$ cat src/hw/rtl/skset_pkg.sv
`timescale 1ns / 1ps
`default_nettype none

package skset_pkg;

    localparam int CAPACITY = 1024;
    localparam int KEY_BITS = 16;
    localparam int COUNT_W  = $clog2(CAPACITY + 1);
    localparam int SIZE_W   = 11;
    localparam int GRP_SIZE = 32;
    localparam int NUM_GRP  = (CAPACITY + GRP_SIZE - 1) / GRP_SIZE;

    typedef logic [1:0] t_op;
    localparam t_op OP_MEMBER = 2'd0;
    localparam t_op OP_INSERT = 2'd1;
    localparam t_op OP_DELETE = 2'd2;

    typedef logic [1:0] t_code;
    localparam t_code CODE_MISS = 2'd0;
    localparam t_code CODE_HIT  = 2'd1;
    localparam t_code CODE_FULL = 2'd2;

    typedef struct packed {
        t_op         op;
        logic [15:0] key;
    } t_in_item;

    typedef struct packed {
        t_code             result_code;
        logic [SIZE_W-1:0] set_size;
    } t_out_item;

    typedef enum logic [1:0] {
        SH_HOLD,
        SH_INSERT,
        SH_DELETE
    } t_shift;

    typedef struct packed {
        logic                load;
        t_shift              shift;
        logic [KEY_BITS-1:0] key;
    } t_cell_ctl;

    typedef enum logic {
        ST_IDLE,
        ST_APPLY
    } t_state;

endpackage

`default_nettype wire

$ cat src/hw/rtl/skset_cell.sv
`timescale 1ns / 1ps
`default_nettype none

module skset_cell import skset_pkg::*; (
    input  wire                 i_clk,
    input  t_cell_ctl           i_ctl,
    input  wire                 i_valid,
    input  wire                 i_prev_lt,
    input  wire [KEY_BITS-1:0]  i_prev_key,
    input  wire [KEY_BITS-1:0]  i_next_key,
    output logic [KEY_BITS-1:0] o_key,
    output logic                o_lt,
    output logic                o_eq
);

    logic [KEY_BITS-1:0] r_key;
    logic [KEY_BITS-1:0] n_key;
    logic                r_lt;
    logic                n_lt;

    always_comb begin
        n_lt = r_lt;
        if (i_ctl.load) begin
            n_lt = i_valid && (r_key < i_ctl.key);
        end
    end

    // Cells holding keys below the target keep them; the rest move one place
    // up for an insert (the boundary cell takes the new key) or down for a delete.
    always_comb begin
        unique case (i_ctl.shift)
            SH_HOLD: begin
                n_key = r_key;
            end
            SH_INSERT: begin
                if (r_lt) begin
                    n_key = r_key;
                end else if (i_prev_lt) begin
                    n_key = i_ctl.key;
                end else begin
                    n_key = i_prev_key;
                end
            end
            SH_DELETE: begin
                n_key = r_lt ? r_key : i_next_key;
            end
            default: begin
                n_key = r_key;
            end
        endcase
    end

    always_ff @(posedge i_clk) begin
        r_key <= n_key;
        r_lt  <= n_lt;
    end

    assign o_key = r_key;
    assign o_lt  = r_lt;
    assign o_eq  = i_valid && (r_key == i_ctl.key);

endmodule

`default_nettype wire

$ cat config.mk
export PLATFORM = sky130hd
export DESIGN_NAME = skset_cell
export DESIGN_NICKNAME = d
export VERILOG_FILES = /design/src/hw/rtl/skset_pkg.sv /design/src/hw/rtl/skset_cell.sv
export SDC_FILE = /design/constraint.sdc
export NUM_CORES = 1
export LEC_CHECK = 0
export BUFFER_PORTS_ARGS = -buffer_cell sky130_fd_sc_hd__buf_2
export CORE_MARGIN = 2
export CORE_UTILIZATION = 25
export DETAILED_ROUTE_END_ITERATION = 6
export GPL_TIMING_DRIVEN = 0
export SYNTH_ARGS = -nofsm -noshare
export SYNTH_HDL_FRONTEND = slang
export SYNTH_SLANG_ARGS = --single-unit
$ cat constraint.sdc
create_clock -name i_clk -period 1.5 [get_ports i_clk]
set_input_delay 0 -clock i_clk [delete_from_list [all_inputs] [get_ports i_clk]]
set_output_delay 0 -clock i_clk [all_outputs]
set_load 0.03 [all_outputs]
==> flow_metrics.tcl <==
set metrics [dict create \
    rsz0062_at_grt "yes" \
    first_pass_iters 4 \
    timing.rr.end "o_lt" \
    syn_avg_cell_area_um2 9.75 \
    cts.clk_slew.worst_paths_ns 0.07 \
    synthToLayoutAreaGrowth_pct 45.7 \
    vias 1186 \
    drive_above_1_share_pct 43.1 \
    insertion_delay_ns 0.25 \
    ys_seq_area_share_pct 40.0 \
    dp_hpwl_um 2710 \
    vias_per_cell 4.25 \
    rrSetupSlack_ns -0.10 \
    ant_nets 0 \
    ir_worst_vdd_v 0.000284 \
    cp_max_fo 3 \
    worst_setup_path_end_kind "primary output" \
    reg2reg_depth 5 \
    root_buffer "clkbuf_8" \
    final_area_mm2 0.00186 \
    setup_violations 2 \
    ys_ff_latch 17 \
    hp-start "i_next_key[0]" \
    crit_path_start_kind "register" \
    period_share_pct 121 \
    critPathArrivalTime_ns 1.81 \
    hold_path.class "in2reg" \
    rows 26 \
    required_ns 1.50 \
    clock_path_buffers 2 \
    hold_end "o_key[0]" \
    wl_per_cell_um 12.0 \
    hold_depth 3 \
    finClkSkew_ns 0.000827 \
    grt_usage_pct 12.0 \
    grt_overflow_total 0 \
    dpl_cell_area_mm2 0.00176 \
    io_pins 72 \
    reg2reg_from "o_key[15]" \
    final_nets 280 \
    routed_wl_um 3350 \
    max_slew_margin_pct 66.7 \
    violations "setup timing" \
    cellLeakagePower_uw 0.000914 \
    total_power_uw 1400 \
    drv_slew 0 \
    worst_slack_ns -0.310 \
    max_freq_mhz 552 \
    syn_area_mm2 0.00128 \
    ys_warn_count 0 \
    status "finished with violations" \
    hold_viol 0 \
    drt_iter0_drc 33 \
    multi_input_area_um2 734 \
    path_class "reg2out" \
    antenna_found_initial 0 \
    drc 0 \
    fillers 549 \
    finalCriticalPeriod_ns 1.81 \
    worst_path_max_delay_cell "edfxtp_1" \
    place_congestion 0.848 \
    grt_pass1_wl_um 5090 \
    tritoncts "done" \
    syn_nets 201 \
    dieArea_mm2 0.00570 \
    portBuffers 70 \
    first_global_vias 1078 \
    initial_core_util_pct 25.5 \
    core_area_mm2 0.00501 \
    worst-slew-pin-transition_ns 0.499 \
    power.density_mw_per_mm2 753 \
    die_h_um 75.5 \
    syn_inst 131 \
    insertedDiodeCount 0 \
    die_w_um 75.5 \
    htreeDepth 1 \
    synthDistinctLibCells 23 \
    crit_path_max_incr_delay_ns 0.43 \
    clock_sinks 17 \
    regArea_um2 510 \
    cp_cell_sequence "ha_4 -> nand4_1 -> nor4_2 -> and3_4 -> buf_6" \
    numCtsBuffers 3 \
    grt_start_max_net_pins 17 \
    max_cap_viol_count 0 \
]
## critical path: cells and delay by family (launching register included)
family / cells / cell delay, ns
and+or+nand+nor: 3 / 0.70
DFF: 1 / 0.43
adders and majority gates: 1 / 0.30
buffers and inverters: 1 / 0.12
## report_power, final
group	internal (uW)	switching (uW)
Sequential	581	25.7
Combinational	191	257
Clock	188	159
Total	960	441
## layout make-up
class	instances	share of cell area, %
inverters	17	3.43
flip-flops and latches	17	27.4
repair buffers	74	20.9
plain buffers	5	1.68
well taps	70	4.70
multi-input cells	92	39.4
clock buffers	4	2.42
## metrics by stage
step | hold WS, ns | instances | util (%) | TNS (ns) | setup slack, ns
2_1_floorplan | 0.112 | 131 | - | -0.246 | -0.165
3_3_place_gp | 0.204 | 271 | 35.1 | -0.516 | -0.121
3_5_place_dp | 0.202 | 271 | 35.1 | -0.431 | -0.103
4_1_cts | 0.0189 | 278 | 37.0 | -0.482 | -0.346
5_1_grt | 0.0276 | 279 | 37.2 | -0.688 | -0.408
6_report | 0.0217 | 279 | 37.2 | -0.412 | -0.310
## cells in the mapped netlist, drive strengths merged
library cell  number  share of area [%]
nand2             20                5.9
o21ai             18                7.1
edfxtp            17                 40
inv               17                5.0
ha                16                 16
mux2i             16                 13
a21oi              7                3.3
buf                5                2.4
nand3              2               0.78
nand4              2               0.98
nor2               2               0.59
a211oi             1               0.59
a21o               1               0.59
a221o              1               0.78
and3               1               0.49
and4               1               0.69
nand2b             1               0.49
nor2b              1               0.49
nor4               1               0.98
xnor2              1               0.69
## logic make-up (layout without fill, tap and decap cells)
kind of cell / Yosys count / after routing / share of synthesized area [%]
AOI/OAI and AO/OA: 28 / 28 / 12.3
xor gates and xnor gates: 1 / 1 / 0.686
adders and majority gates: 16 / 16 / 15.7
buffers and inverters: 22 / 100 / 7.44
DFF: 17 / 17 / 40.0
muxes: 16 / 16 / 12.5
and+or+nand+nor: 31 / 31 / 11.4
## what timing repair did
action,4_1_cts,5_1_grt
buffers inserted,2,1
resized for setup,5,0
endpoints found under the hold margin,1,0
pin swaps,3,2
hold buffers,1,0
setup endpoints to repair,18,2
## worst max-delay path by stage
stage | cells after the start | endpoint | startpoint
final | 5 | o_eq | o_key[11]
after global routing | 5 | o_eq | o_key[11]
after CTS | 5 | o_eq | o_key[9]
after detailed placement | 5 | o_lt | o_key[15]
after global placement | 5 | o_lt | o_key[15]
after floorplan | 5 | o_lt | o_key[15]
## metal layers
layer  share of wire (%)  routed length, um  track usage, %
met2                  46               1520            17.9
met5                   0                  0               0
met3                 4.5                152            1.72
met4                 1.1                 36            4.09
met1                  49               1630            17.8
## sequential cells by signal, indices dropped and copies added, names as in the netlist
name	flops
o_key	16
o_lt	1
## cell usage in the layout, fill, tap and decap left out, types with 2 or more instances in the layout
cell type	count
a21oi_2	2
mux2i_1	16
o21ai_0	6
edfxtp_1	17
buf_2	73
nand2_1	20
buf_4	3
ha_4	4
inv_1	17
o21ai_1	12
a21oi_1	5
buf_6	2
clkbuf_8	3
nand3_1	2
nand4_1	2
ha_1	12
Note: power is estimated with default switching activity, not from simulation.
